## config.mk

```make
export PLATFORM = sky130hd
export DESIGN_NAME = palette_builder_and_nibble_packer
export DESIGN_NICKNAME = d
export VERILOG_FILES = /design/src/pbnp_pkg.sv /design/src/pbnp_cell.sv /design/src/pbnp_tail.sv /design/src/palette_builder_and_nibble_packer.sv
export SDC_FILE = /design/constraint.sdc
export NUM_CORES = 1
export LEC_CHECK = 0
export ABC_AREA = 1
export BUFFER_PORTS_ARGS = -buffer_cell sky130_fd_sc_hd__clkbuf_2
export CORE_ASPECT_RATIO = 1.5
export CORE_MARGIN = 2
export CORE_UTILIZATION = 40
export DETAILED_ROUTE_END_ITERATION = 10
export SYNTH_ARGS = -nofsm -noshare
export SYNTH_HDL_FRONTEND = slang
export SYNTH_SLANG_ARGS = --single-unit
```

## constraint.sdc

```tcl
create_clock -name clk -period 3.2 [get_ports clk]
set_input_delay 0.64 -clock clk [delete_from_list [all_inputs] [get_ports clk]]
set_output_delay 0.64 -clock clk [all_outputs]
set_load 0.03 [all_outputs]
```

## src/pbnp_pkg.sv

```systemverilog
package pbnp_pkg;

	// widths of the fields
	localparam int COLOR_W      = 16;
	localparam int IDX_W        = 4;
	localparam int CNT_W        = 5;
	localparam int WORD_W       = 32;
	localparam int FUNC_W       = 2;
	localparam int STATUS_W     = 2;
	localparam int POS_W        = 3;

	// palette geometry
	localparam int CELL_COUNT   = 16;
	localparam int PAL_ENTRIES  = 16;
	localparam int PIX_PER_WORD = 8;

	// stream widths
	localparam int S_TDATA_W    = 16;
	localparam int M_TDATA_W    = 48;
	localparam int M_PAYLOAD_W  = STATUS_W + IDX_W + CNT_W + WORD_W;

	// request codes
	localparam logic [FUNC_W-1:0] FUNC_LEARN = 2'd0;
	localparam logic [FUNC_W-1:0] FUNC_INDEX = 2'd1;
	localparam logic [FUNC_W-1:0] FUNC_CLEAR = 2'd2;

	// learn status codes
	localparam logic [STATUS_W-1:0] STATUS_PRESENT  = 2'd0;
	localparam logic [STATUS_W-1:0] STATUS_ADDED    = 2'd1;
	localparam logic [STATUS_W-1:0] STATUS_OVERFLOW = 2'd2;

	// result kinds
	localparam logic KIND_LEARN = 1'b0;
	localparam logic KIND_WORD  = 1'b1;

	// request travelling down the cell chain
	typedef struct packed {
		logic                valid;
		logic [FUNC_W-1:0]   func;
		logic [COLOR_W-1:0]  color;
		logic                hit;
		logic                added;
		logic [IDX_W-1:0]    idx;
	} item_t;

endpackage

```

## src/pbnp_cell.sv

```systemverilog
module pbnp_cell
	import pbnp_pkg::*;
(
	input  logic             clk,
	input  logic             arst_n,
	input  logic             advance,
	input  logic [IDX_W-1:0] cell_id,
	input  item_t            item_in,
	output item_t            item_out
);

	logic [COLOR_W-1:0] entry_q;
	logic               filled_q;
	item_t              item_q;
	item_t              next_item;
	logic               match;
	logic               can_fill;
	logic               take;

	// compare with this entry and update the travelling request
	always_comb begin
		next_item = item_in;
		take      = 1'b0;
		match     = (entry_q == item_in.color);
		can_fill  = ({1'b0, cell_id} < CNT_W'(PAL_ENTRIES));
		case (item_in.func)
			FUNC_LEARN: begin
				if (!item_in.hit) begin
					if (filled_q && match) begin
						next_item.hit = 1'b1;
						next_item.idx = cell_id;
					end else if (!filled_q && !item_in.added && can_fill) begin
						take            = 1'b1;
						next_item.added = 1'b1;
						next_item.idx   = cell_id;
					end
				end
			end
			FUNC_INDEX: begin
				if (!item_in.hit && match) begin
					next_item.hit = 1'b1;
					next_item.idx = cell_id;
				end
			end
			default: ;
		endcase
	end

	// palette entry held by this cell
	always_ff @(posedge clk or negedge arst_n) begin
		if (!arst_n) begin
			entry_q  <= '0;
			filled_q <= 1'b0;
		end else if (advance && item_in.valid) begin
			if (item_in.func == FUNC_CLEAR) begin
				entry_q  <= '0;
				filled_q <= 1'b0;
			end else if (take) begin
				entry_q  <= item_in.color;
				filled_q <= 1'b1;
			end
		end
	end

	// hand the request to the next cell
	always_ff @(posedge clk or negedge arst_n) begin
		if (!arst_n) begin
			item_q <= '0;
		end else if (advance) begin
			item_q <= next_item;
		end
	end

	assign item_out = item_q;

endmodule

```

## src/pbnp_tail.sv

```systemverilog
module pbnp_tail
	import pbnp_pkg::*;
(
	input  logic                 clk,
	input  logic                 arst_n,
	input  item_t                item_in,
	input  logic                 m_tready,
	output logic                 advance,
	output logic                 m_tvalid,
	output logic                 m_tuser,
	output logic [M_TDATA_W-1:0] m_tdata
);

	logic [CNT_W-1:0]    fill_q;
	logic [WORD_W-1:0]   acc_q;
	logic [POS_W-1:0]    pos_q;
	logic                out_valid_q;
	logic                out_kind_q;
	logic [M_PAYLOAD_W-1:0] out_data_q;

	logic                need_out;
	logic                take;
	logic [IDX_W-1:0]    found;
	logic [WORD_W-1:0]   acc_next;
	logic [CNT_W-1:0]    fill_next;
	logic [STATUS_W-1:0] status;
	logic [IDX_W-1:0]    rep_idx;
	logic                last_pos;

	// the tail request needs the output register for a learn report or a full word
	always_comb begin
		last_pos = (pos_q == POS_W'(PIX_PER_WORD - 1));
		need_out = item_in.valid &&
			((item_in.func == FUNC_LEARN) || ((item_in.func == FUNC_INDEX) && last_pos));
		advance  = !need_out || !out_valid_q || m_tready;
		take     = item_in.valid && advance;
	end

	// learn report and packing arithmetic
	always_comb begin
		found     = item_in.hit ? item_in.idx : '0;
		acc_next  = acc_q | ({{(WORD_W-IDX_W){1'b0}}, found} << {~pos_q, 2'b00});
		fill_next = item_in.added ? fill_q + CNT_W'(1) : fill_q;
		if (item_in.hit) begin
			status  = STATUS_PRESENT;
			rep_idx = item_in.idx;
		end else if (item_in.added) begin
			status  = STATUS_ADDED;
			rep_idx = item_in.idx;
		end else begin
			status  = STATUS_OVERFLOW;
			rep_idx = '0;
		end
	end

	// fill count and packer state
	always_ff @(posedge clk or negedge arst_n) begin
		if (!arst_n) begin
			fill_q <= '0;
			acc_q  <= '0;
			pos_q  <= '0;
		end else if (take) begin
			case (item_in.func)
				FUNC_LEARN: fill_q <= fill_next;
				FUNC_INDEX: begin
					pos_q <= pos_q + POS_W'(1);
					acc_q <= last_pos ? '0 : acc_next;
				end
				FUNC_CLEAR: begin
					fill_q <= '0;
					acc_q  <= '0;
					pos_q  <= '0;
				end
				default: ;
			endcase
		end
	end

	// output register
	always_ff @(posedge clk or negedge arst_n) begin
		if (!arst_n) begin
			out_valid_q <= 1'b0;
			out_kind_q  <= KIND_LEARN;
			out_data_q  <= '0;
		end else if (take && need_out) begin
			out_valid_q <= 1'b1;
			if (item_in.func == FUNC_LEARN) begin
				out_kind_q <= KIND_LEARN;
				out_data_q <= {{WORD_W{1'b0}}, fill_next, rep_idx, status};
			end else begin
				out_kind_q <= KIND_WORD;
				out_data_q <= {acc_next, fill_q, {IDX_W{1'b0}}, STATUS_PRESENT};
			end
		end else if (m_tready) begin
			out_valid_q <= 1'b0;
		end
	end

	assign m_tvalid = out_valid_q;
	assign m_tuser  = out_kind_q;
	assign m_tdata  = {{(M_TDATA_W-M_PAYLOAD_W){1'b0}}, out_data_q};

endmodule

```

## src/palette_builder_and_nibble_packer.sv

```systemverilog
// channel | fields, lowest bit first                              | handshake
// s_*     | tuser: func[1:0]; tdata: color[15:0]                  | tvalid/tready
// m_*     | tuser: kind; tdata: status[1:0], entry_index[5:2],    | tvalid/tready
//         |   entry_count[10:6], packed_word[42:11], zero fill    |
// one request enters per cycle unless stalled and walks a chain of 16 palette cells,
// one cell a cycle: the first cell registers it at the accepting edge, each further
// cell registers it in turn and the output register holds the result last
// reset clears the palette, fill count, packer and output register at once
// the chain stalls only when the request at its tail needs the output register while
// a result is still held there; requests that give no result drain regardless
module palette_builder_and_nibble_packer
	import pbnp_pkg::*;
(
	input  logic                 clk,
	input  logic                 arst_n,
	input  logic                 s_tvalid,
	output logic                 s_tready,
	input  logic [FUNC_W-1:0]    s_tuser,  // func[1:0]
	input  logic [S_TDATA_W-1:0] s_tdata,  // color[15:0]
	output logic                 m_tvalid,
	input  logic                 m_tready,
	output logic                 m_tuser,  // kind
	output logic [M_TDATA_W-1:0] m_tdata   // status, entry_index, entry_count, packed_word
);

	item_t chain [0:CELL_COUNT];
	logic  advance;

	// request entering the first cell
	always_comb begin
		chain[0]       = '0;
		chain[0].valid = s_tvalid;
		chain[0].func  = s_tuser;
		chain[0].color = s_tdata[COLOR_W-1:0];
	end

	assign s_tready = advance;

	// row of palette cells
	for (genvar k = 0; k < CELL_COUNT; k++) begin : g_cell
		pbnp_cell u_cell (
			.clk      (clk),
			.arst_n   (arst_n),
			.advance  (advance),
			.cell_id  (IDX_W'(k)),
			.item_in  (chain[k]),
			.item_out (chain[k+1])
		);
	end

	// fill count, packer and output register
	pbnp_tail u_tail (
		.clk      (clk),
		.arst_n   (arst_n),
		.item_in  (chain[CELL_COUNT]),
		.m_tready (m_tready),
		.advance  (advance),
		.m_tvalid (m_tvalid),
		.m_tuser  (m_tuser),
		.m_tdata  (m_tdata)
	);

endmodule

```

==> results.py, run 1 <==
metrics = {
    "route": {
        "wire_per_inst_um": 14.6,
        "drtIter0Drc": 1765,
        "drt-total-wl_um": 72100,
        "vias": 23900,
        "viasPerCell": 4.85,
        "ant_nets": 0,
        "drc": 0,
        "dr.pass1.iters": 5,
    },
    "worst_setup_path": {
        "critical-path-max-stage-delay_ps": 430,
        "arrival_ps": 2410,
        "worstSetupStartpointType": "register",
        "crit_path_cell_trace": "ha_1 > ha_1 > nand2_1 > nand2_2 > nand2_4 > nor2_8 > inv_6 > clkbuf_2",
        "cp-end-kind": "output pin",
        "critical_path_class": "register to output pin",
        "critPathSlowestCell": "dfrtp_1",
        "required_ps": 2560,
        "critPathMaxFanout": 30,
        "reg2reg_depth": 13,
        "crit_top_cell": "ha_1",
    },
    "final_layout": {
        "fillers": 7938,
        "flow.area_growth_from_synthesis_pct": 12.2,
        "final_nets": 3855,
        "drive_gt1_frac": 0.0849,
        "diodes": 0,
        "fin_util": 0.451,
    },
    "placed_design": {
        "dpl.hpwl_um": 49200,
        "place_ws_ps": 315,
        "port_buffers": 67,
        "gp_congestion": 0.792,
    },
    "clocking": {
        "cts-buffers-inserted": 73,
        "cts-root-buf": "clkbuf_16",
        "postCtsSetupBuffers": 0,
        "h-tree-depth": 3,
        "cts_tree": "done",
        "clkSinkCount": 726,
        "clk_pin_slew_ps": 60,
        "clk_path_buf_depth": 3,
        "clk_latency_ps": 630,
    },
    "synthesis": {
        "synth_flop_cell": "dfrtp_1",
        "synth_mux_area_frac": 0,
        "synth.distinct_cells": 47,
        "synth_top_family_by_area": "simple AND/OR/NAND/NOR gates",
        "synthSimpleGateAreaFrac": 0.165,
        "synth_compound_area_frac": 0.149,
        "synth_xor_area_frac": 0.0255,
        "synth_seq_cells": 726,
        "netlist_instances": 3778,
        "synth.area.top_cells": "dfrtp_1 56%, nand2_1 11%, inv_1 7.8%",
        "synth_area_mm2": 0.0326,
        "synth_warnings": 0,
        "synth_adder_area_share": 0.00230,
        "synth_edf_count": 0,
        "yosysTopAreaCellShare": 0.557,
        "syn_area_per_cell_um2": 8.63,
        "async_flop_share": 1.00,
        "ys_seq_area_frac": 0.557,
        "yosysTopAreaCell": "dfrtp_1",
    },
    "grt": {
        "grt_pass1_vias": 23800,
        "antenna_found_initial": 0,
        "grt_max_degree": 202,
        "grt_pass1_wl_um": 122000,
        "overflow": 0,
        "grt.total_usage": 0.176,
    },
    "sta": {
        "layout_setup_ws_ps": 150,
        "finalMaxSlewViolations": 0,
        "hold_violations": 0,
        "period_share": 0.953,
        "tns_ps": 0,
        "fin_crit_ps": 3050,
        "max_slew.worst_pin.slew_ps": 817,
        "rsz0062_at_grt": "no",
        "timing.fmax_mhz": 328,
        "skew_ps": 24.3,
        "setup_viol": 0,
        "relSlewSlack": 0.454,
    },
    "worst_hold_path": {
        "worstHoldPathCells": 3,
        "hp-class": "primary input to register",
    },
    "floorplan": {
        "ioPinCount": 73,
        "core_region_area_mm2": 0.0810,
        "num_rows": 128,
        "die_h_um": 354,
        "initial_utilization": 0.402,
        "die_w_um": 237,
        "die_area_mm2": 0.0839,
    },
    "pwr": {
        "leakagePower_nw": 17.8,
        "ir_drop_v": 0.000478,
        "power_density_mw_per_mm2": 975,
    },
    "status": {
        "status": "completed",
    },
    "run": {
        "maxCapViolations": 0,
    },
}
metrics by stage:
step           instance area (um^2)  hold slack (ps)  cells  power, mW
3_3_place_gp                  34100              456   4791       26.7
3_5_place_dp                  34100              458   4791       27.0
6_report                      36600              276   4925       35.7
2_1_floorplan                 32600              344   3782       23.7
4_1_cts                       36600              236   4925       36.1
5_1_grt                       36600              277   4925       38.5
timing repair:
item                                   4_1_cts  5_1_grt
hold buffers                                 1        0
gates resized for setup                      1        0
endpoints found under the hold margin       34        0
setup endpoints to repair                    1        0
layer usage:
layer	vias up	routed length [um]	global-route usage
li1	12100	-	-
met1	11400	30000	0.211
met2	282	38500	0.326
met3	91	2040	0.0211
met4	0	1640	0.0574
met5	-	0	0
power breakdown:
| group | internal (mW) | leakage [nW] | switching (mW) |
|---|---|---|---|
| combinational | 4.27 | 7.56 | 7.11 |
| sequential | 12.8 | 9.03 | 2.54 |
| clock | 5.23 | 1.25 | 3.69 |
critical path: cells and delay by family (launching register included):
family / cells / cell delay (ps)
and+or+nand+nor: 4 / 310
DFF: 1 / 430
buffers and inverters: 2 / 580
adders and majority gates: 2 / 440
final cells by class:
class / count / area (um^2) / share of cell area
Tap cell: 1040 / 1300 / 0.0356
Multi-Input combinational cell: 2233 / 11200 / 0.306
Clock buffer: 108 / 2210 / 0.0605
Inverter: 679 / 2550 / 0.0698
Clock inverter: 25 / 302 / 0.00824
Sequential cell: 726 / 18200 / 0.497
Timing Repair Buffer: 114 / 851 / 0.0233
synthesized netlist by cell type (2+ instances only):
cell        n
xnor2_1    25
or2_1       2
o41ai_1     2
buf_6       8
o21bai_1   11
buf_4       8
o22ai_2    18
dfrtp_1   726
nand2_2    16
nor2_1    189
nor3_4      2
ha_1        6
a22oi_1     8
o21ai_1    10
nand3_1    57
o22ai_1   263
nand2_4     3
clkbuf_1   56
o21ai_0   357
xor2_1     70
nand4_1    36
inv_1     676
buf_2      72
o31ai_1    35
o211ai_1    5
o221ai_1    4
or2_2      40
nand2_1   947
a21oi_4    10
nor3b_4     2
nor4_1      5
nand3b_1    6
nor3_1      8
a21oi_1    51
o21a_1      3
a31oi_1    30
logic make-up (layout without fill, tap and decap cells):
group	Yosys count	after routing
AOI/OAI and AO/OA	811	811
buffers and inverters	823	926
DFF	726	726
xor gates and xnor gates	95	95
and+or+nand+nor	1316	1316
adders and majority gates	6	6
other	1	5
state kept, by name (all words and copies together) (netlist names):
signal and cells:
g_cell.u_cell.entry_q 256, g_cell.u_cell.filled_q 16, g_cell.u_cell.item_out 369, u_tail.acc_q 32, u_tail.fill_q 5, u_tail.m_tuser 1, u_tail.m_tvalid 1, u_tail.out_data_q 43
u_tail.pos_q 3
final timing paths:
kind	start	to	slack (ps)
worst min register to register	g_cell[5].u_cell.item_out[1]	g_cell[5].u_cell.item_out[1]	470
min in group asynchronous	arst_n	g_cell[5].u_cell.item_out[12]	550
worst min-delay path	s_tuser[0]	g_cell[0].u_cell.item_out[22]	280
worst max register to register	u_tail.pos_q[0]	u_tail.pos_q[1]	480
max in group asynchronous	arst_n	u_tail.acc_q[28]	1760
worst max-delay path	u_tail.pos_q[0]	s_tready	150
placed cells by master (no fill, tap or decap), types with 8 or more instances in the layout:
| master | count |
|---|---|
| dfrtp_1 | 726 |
| or2_2 | 40 |
| clkbuf_8 | 19 |
| nand2_2 | 17 |
| o21bai_1 | 11 |
| nor2_1 | 189 |
| buf_4 | 34 |
| o22ai_1 | 263 |
| o31ai_1 | 35 |
| xor2_1 | 70 |
| xnor2_1 | 25 |
| nor3_1 | 8 |
| nand2_1 | 946 |
| a22oi_1 | 8 |
| clkbuf_2 | 66 |
| o21ai_1 | 10 |
| o21ai_0 | 357 |
| buf_12 | 12 |
| a21oi_1 | 51 |
| a21oi_4 | 10 |
| nand3_1 | 57 |
| clkbuf_16 | 76 |
| clkinv_2 | 14 |
| o22ai_2 | 18 |
| inv_1 | 676 |
| nand4_1 | 36 |
| clkbuf_1 | 13 |
| a31oi_1 | 30 |
Note: power is estimated with default switching activity, not from simulation.
==> inputs of run 2 (changes only) <==
CTS_BUF_LIST = sky130_fd_sc_hd__clkbuf_2 sky130_fd_sc_hd__clkbuf_4 sky130_fd_sc_hd__clkbuf_8   (was default)
PLACE_DENSITY = 0.52   (was default)
SLEW_MARGIN = 20   (was default)
==> results.py, run 2 (synthesis results as in run 1) <==
metrics = {
    "worst_setup_path": {
        "critical_path_class": "register to output pin",
        "worstSetupStartpointType": "register",
        "cp-end-kind": "output pin",
        "arrival_ps": 2370,
        "reg2reg_slack_ps": 220,
        "required_ps": 2560,
        "critPathMaxFanout": 38,
    },
    "placed_design": {
        "gp_congestion": 0.769,
        "dpl.hpwl_um": 50800,
        "port_buffers": 67,
        "placed_cell_area_mm2": 0.0341,
    },
    "clocking": {
        "cts-root-buf": "clkbuf_8",
        "clkSinkCount": 726,
        "clk_pin_slew_ps": 60,
        "cts_tree": "done",
        "h-tree-depth": 3,
        "cts-buffers-inserted": 117,
        "clk_path_buf_depth": 3,
        "clk_latency_ps": 770,
    },
    "route": {
        "dr.pass1.iters": 5,
        "vias": 24100,
        "wire_per_inst_um": 14.8,
        "drtIter0Drc": 1281,
        "viasPerCell": 4.80,
        "drc": 0,
        "drt-total-wl_um": 73900,
        "ant_nets": 0,
    },
    "pwr": {
        "combPwrFrac": 0.323,
        "p_seq_frac": 0.436,
        "ir_drop_v": 0.000360,
        "power_density_mw_per_mm2": 962,
        "power.switching_mw": 13.4,
        "p_int_mw": 21.9,
        "total_power_mw": 35.3,
        "leakagePower_nw": 18.0,
        "p_sw_frac": 0.379,
        "clockPowerShare": 0.241,
    },
    "sta": {
        "period_share": 0.939,
        "skew_ps": 28.9,
        "max_slew.worst_pin.slew_ps": 1020,
        "tns_ps": 0,
        "finalMaxSlewViolations": 0,
        "whs_ps": 134,
        "hold_violations": 0,
        "rsz0062_at_grt": "no",
        "relSlewSlack": 0.320,
        "timing.fmax_mhz": 333,
        "setup_viol": 0,
        "fin_crit_ps": 3010,
    },
    "final_layout": {
        "fin_util": 0.452,
        "fillers": 8004,
        "flow.area_growth_from_synthesis_pct": 12.4,
        "drive_gt1_frac": 0.107,
        "largest_reg_flops": 369,
        "final_nets": 3906,
        "final_area_mm2": 0.0366,
        "layout_common_cells": "946 x nand2_1, 726 x dfrtp_1, 676 x inv_1, 357 x o21ai_0, 263 x o22ai_1",
        "final_common_cell": "nand2_1",
    },
    "worst_hold_path": {
        "hp-class": "primary input to register",
    },
    "grt": {
        "antenna_found_initial": 1,
        "grt_pass1_vias": 24400,
        "overflow": 0,
        "grt_max_degree": 125,
        "grt.total_usage": 0.182,
        "grt_pass1_wl_um": 125000,
    },
    "floorplan": {
        "die_h_um": 354,
        "die_w_um": 237,
        "die_area_mm2": 0.0839,
        "num_rows": 128,
        "core_region_area_mm2": 0.0810,
        "initial_utilization": 0.402,
        "ioPinCount": 73,
    },
    "run": {
        "maxCapViolations": 0,
    },
    "status": {
        "status": "completed",
    },
}
run 2: layout make-up:
class	count	area (um^2)	share of cell area
flip-flops and latches	726	18200	0.496
multi-input cells	2233	11200	0.305
inverters	679	2560	0.0699
clock buffers	192	2390	0.0651
well taps	1040	1300	0.0355
repair buffers	121	906	0.0247
clock inverters	15	130	0.00355
diodes	1	2.50	0.0000683
run 2: stage by stage:
step                      std cells  setup slack, ps
after floorplan                3782              857
after global placement         4796              212
after detailed placement       4796              300
after CTS                      5004             31.8
after global routing           5007             21.8
final                          5007              194
run 2: power by group through the flow:
stage | registers (mW) | logic, mW | clock network (mW)
after floorplan | 15.1 | 8.63 | 0
after global placement | 15.5 | 11.4 | 0
after detailed placement | 15.5 | 11.6 | 0
after CTS | 15.4 | 11.6 | 8.80
after global routing | 15.9 | 13.2 | 9.23
final | 15.4 | 11.4 | 8.49
run 2: path summary, 6_finish.rpt:
kind,from,to,cells past startpoint
max in group asynchronous,arst_n,g_cell[5].u_cell.item_out[13],3
hold reg to reg,g_cell[14].u_cell.item_out[0],g_cell[14].u_cell.item_out[0],2
setup / recovery,u_tail.pos_q[0],s_tready,8
min in group asynchronous,arst_n,g_cell[11].u_cell.item_out[11],2
hold / removal,s_tuser[0],g_cell[0].u_cell.item_out[22],3
setup reg to reg,u_tail.pos_q[0],g_cell[6].u_cell.entry_q[1],10
run 2: what timing repair did:
item / in CTS / in global routing
endpoints found under the hold margin: 33 / 0
hold buffers: 1 / 0
endpoints found under the setup margin: 1 / 1
resized for setup: 4 / 0
pin swaps: 0 / 1
setup buffers: 0 / 2
run 2: worst max-delay path, stage by stage, from the launching register on:
cell and delay, ps:
dfrtp_1 430, ha_1 220, ha_1 210, nand2_1 80, nand2_2 60, nand2_4 90
nor2_8 60, inv_12 170, clkbuf_4 250
run 2: metal layers:
metal	track usage	part of all wire
met1	0.222	0.43
met2	0.329	0.52
met3	0.0283	0.028
met4	0.0572	0.019
met5	0	0
==> inputs of run 3 (changes only) <==
--- a/config.mk
+++ b/config.mk
@@ -11,5 +11,5 @@
 export CORE_MARGIN = 2
 export CORE_UTILIZATION = 40
-export CTS_BUF_LIST = sky130_fd_sc_hd__clkbuf_2 sky130_fd_sc_hd__clkbuf_4 sky130_fd_sc_hd__clkbuf_8
+export CTS_BUF_LIST = sky130_fd_sc_hd__clkbuf_16
 export DETAILED_ROUTE_END_ITERATION = 10
 export PLACE_DENSITY = 0.52
==> constraint.sdc (replaced) <==
create_clock -name clk -period 3.2 [get_ports clk]
set_input_delay 0.64 -clock clk [delete_from_list [all_inputs] [get_ports clk]]
set_output_delay 0.64 -clock clk [all_outputs]
set_load 0.1 [all_outputs]
==> results.py, run 3 (synthesis results as in run 1) <==
metrics = {
    "route": {
        "dr_wl_met3_um": 1880,
        "viasPerCell": 4.80,
        "drc": 0,
        "wire_per_inst_um": 14.9,
        "dr.pass1.iters": 5,
        "drt-met1-wl_um": 32200,
        "drtIter0Drc": 1390,
        "ant_nets": 0,
        "top_layer_used": "met4",
        "vias": 23600,
        "drt-total-wl_um": 73100,
        "wl_met2_um": 37400,
    },
    "sta": {
        "rsz0062_at_grt": "no",
        "period_share": 0.925,
        "hold_violations": 0,
        "timing.fmax_mhz": 338,
        "max_slew.worst_pin.slew_ps": 865,
        "tns_ps": 0,
        "finalMaxSlewViolations": 0,
        "setup_viol": 0,
        "fin_crit_ps": 2960,
        "relSlewSlack": 0.423,
        "skew_ps": 28.5,
    },
    "floorplan": {
        "die_w_um": 237,
        "die_area_mm2": 0.0839,
        "initial_utilization": 0.402,
        "core_region_area_mm2": 0.0810,
        "num_rows": 128,
        "die_h_um": 354,
        "ioPinCount": 73,
    },
    "worst_setup_path": {
        "cp-end-kind": "output pin",
        "required_ps": 2560,
        "worstSetupStartpointType": "register",
        "critical_path_class": "register to output pin",
        "critical-path-max-stage-delay_ps": 430,
        "critPathSlowestCell": "dfrtp_1",
        "crit_buf_inv": 2,
        "crit_top_cell": "ha_1",
        "critPathMaxFanout": 42,
        "arrival_ps": 2320,
        "cp_top_family": "buffers and inverters",
        "crit_path_cell_trace": "ha_1 > ha_1 > nand2_1 > nand2_2 > nand2_4 > nor2_8 > inv_6 > buf_12",
    },
    "grt": {
        "grt.total_usage": 0.179,
        "antenna_found_initial": 0,
        "overflow": 0,
        "grt_max_degree": 196,
        "grt_pass1_wl_um": 123000,
        "grt_pass1_vias": 23600,
    },
    "final_layout": {
        "multi_input_area_mm2": 0.0112,
        "flow.area_growth_from_synthesis_pct": 11.0,
        "final-seq-area_mm2": 0.0182,
        "drive_gt1_frac": 0.0777,
        "final_nets": 3856,
        "fin_cells": 4916,
        "fillers": 8032,
        "layout_common_cells": "946 x nand2_1, 726 x dfrtp_1, 691 x inv_1, 357 x o21ai_0, 263 x o22ai_1",
        "diodes": 0,
        "largest_reg_flops": 369,
        "final_common_cell": "nand2_1",
    },
    "clocking": {
        "cts_tree": "done",
        "h-tree-depth": 3,
        "clkSinkCount": 726,
        "clk_latency_ps": 620,
        "clk_pin_slew_ps": 60,
        "clk_path_buf_depth": 3,
        "cts-buffers-inserted": 73,
        "cts-root-buf": "clkbuf_16",
        "postCtsSetupBuffers": 0,
    },
    "pwr": {
        "p_seq_frac": 0.432,
        "total_power_mw": 35.6,
        "p_sw_frac": 0.397,
        "clockPowerShare": 0.224,
        "power.switching_mw": 14.1,
        "p_int_mw": 21.4,
        "power_density_mw_per_mm2": 982,
        "combPwrFrac": 0.344,
        "leakagePower_nw": 17.7,
        "ir_drop_v": 0.000459,
    },
    "status": {
        "status": "completed",
    },
    "worst_hold_path": {
        "hp-class": "primary input to register",
    },
    "run": {
        "maxCapViolations": 0,
    },
    "placed_design": {
        "dpl.cell_count": 4792,
        "gp_congestion": 0.768,
        "dpl.hpwl_um": 50100,
        "port_buffers": 67,
    },
}
## run 3: cell count changes in the layout (fill, tap and decap cells not counted), sizes merged
cell      change
diode         -1
clkinvlp      -1
clkinv       +19
bufinv        +1
inv          +15
buf           -5
clkbuf      -119
## run 3: worst paths after layout
check / from / end / slack [ps] / depth (start not counted)
worst min register to register: g_cell[8].u_cell.item_out[0] / g_cell[8].u_cell.item_out[0] / 470 / 2
worst max register to register: u_tail.pos_q[0] / g_cell[12].u_cell.item_out[6] / 780 / 9
worst min-delay path: s_tvalid / g_cell[0].u_cell.item_out[24] / 300 / 3
max in group asynchronous: arst_n / g_cell[9].u_cell.entry_q[6] / 1710 / 3
min in group asynchronous: arst_n / g_cell[12].u_cell.entry_q[6] / 540 / 2
worst max-delay path: u_tail.pos_q[0] / s_tready / 240 / 8
## run 3: area by class of cell
| cell class | count | share of cell area |
|---|---|---|
| sequential | 726 | 0.502 |
| multi-input combinational | 2233 | 0.309 |
| inverter | 679 | 0.0705 |
| clock buffer | 74 | 0.0511 |
| tap | 1040 | 0.0359 |
| timing repair buffer | 115 | 0.0234 |
| clock inverter | 49 | 0.00833 |
## run 3: worst reg2reg max path: stages (launching register included)
cell and delay (ps):
dfrtp_1 420, ha_1 180, ha_1 160, nand2_1 70, nand2_2 70, nand2_4 70
nor2_8 130, buf_12 210, buf_4 690, o21ai_0 250
## run 3: repair_timing
action	in CTS	in global routing
hold buffers	1	0
endpoints found under the hold margin	23	0
setup endpoints to repair	0	1
gates resized for setup	0	1
## run 3: per-layer routing
| metal | track usage | vias up |
|---|---|---|
| li1 | - | 12100 |
| met1 | 0.225 | 11200 |
| met2 | 0.319 | 212 |
| met3 | 0.0250 | 88 |
| met4 | 0.0530 | 0 |
| met5 | 0 | - |
## run 3: metrics by stage
step | worst slack [ps] | instance area (um^2) | utilization | hold slack, ps
after global routing | 97.6 | 36200 | 0.447 | 287
after global placement | 697 | 34100 | 0.420 | 456
after detailed placement | 622 | 34100 | 0.420 | 460
final | 240 | 36200 | 0.447 | 301
after CTS | 62.7 | 36200 | 0.447 | 248
after floorplan | 501 | 32600 | - | 344
## run 3: power groups by stage
stage	logic, mW	registers (mW)	clock network (mW)
finish	12.2	15.4	7.98
global route	14.0	15.9	8.64
CTS	12.5	15.4	8.28
floorplan	8.65	15.9	0
detailed placement	12.4	15.6	0
global placement	12.3	15.5	0
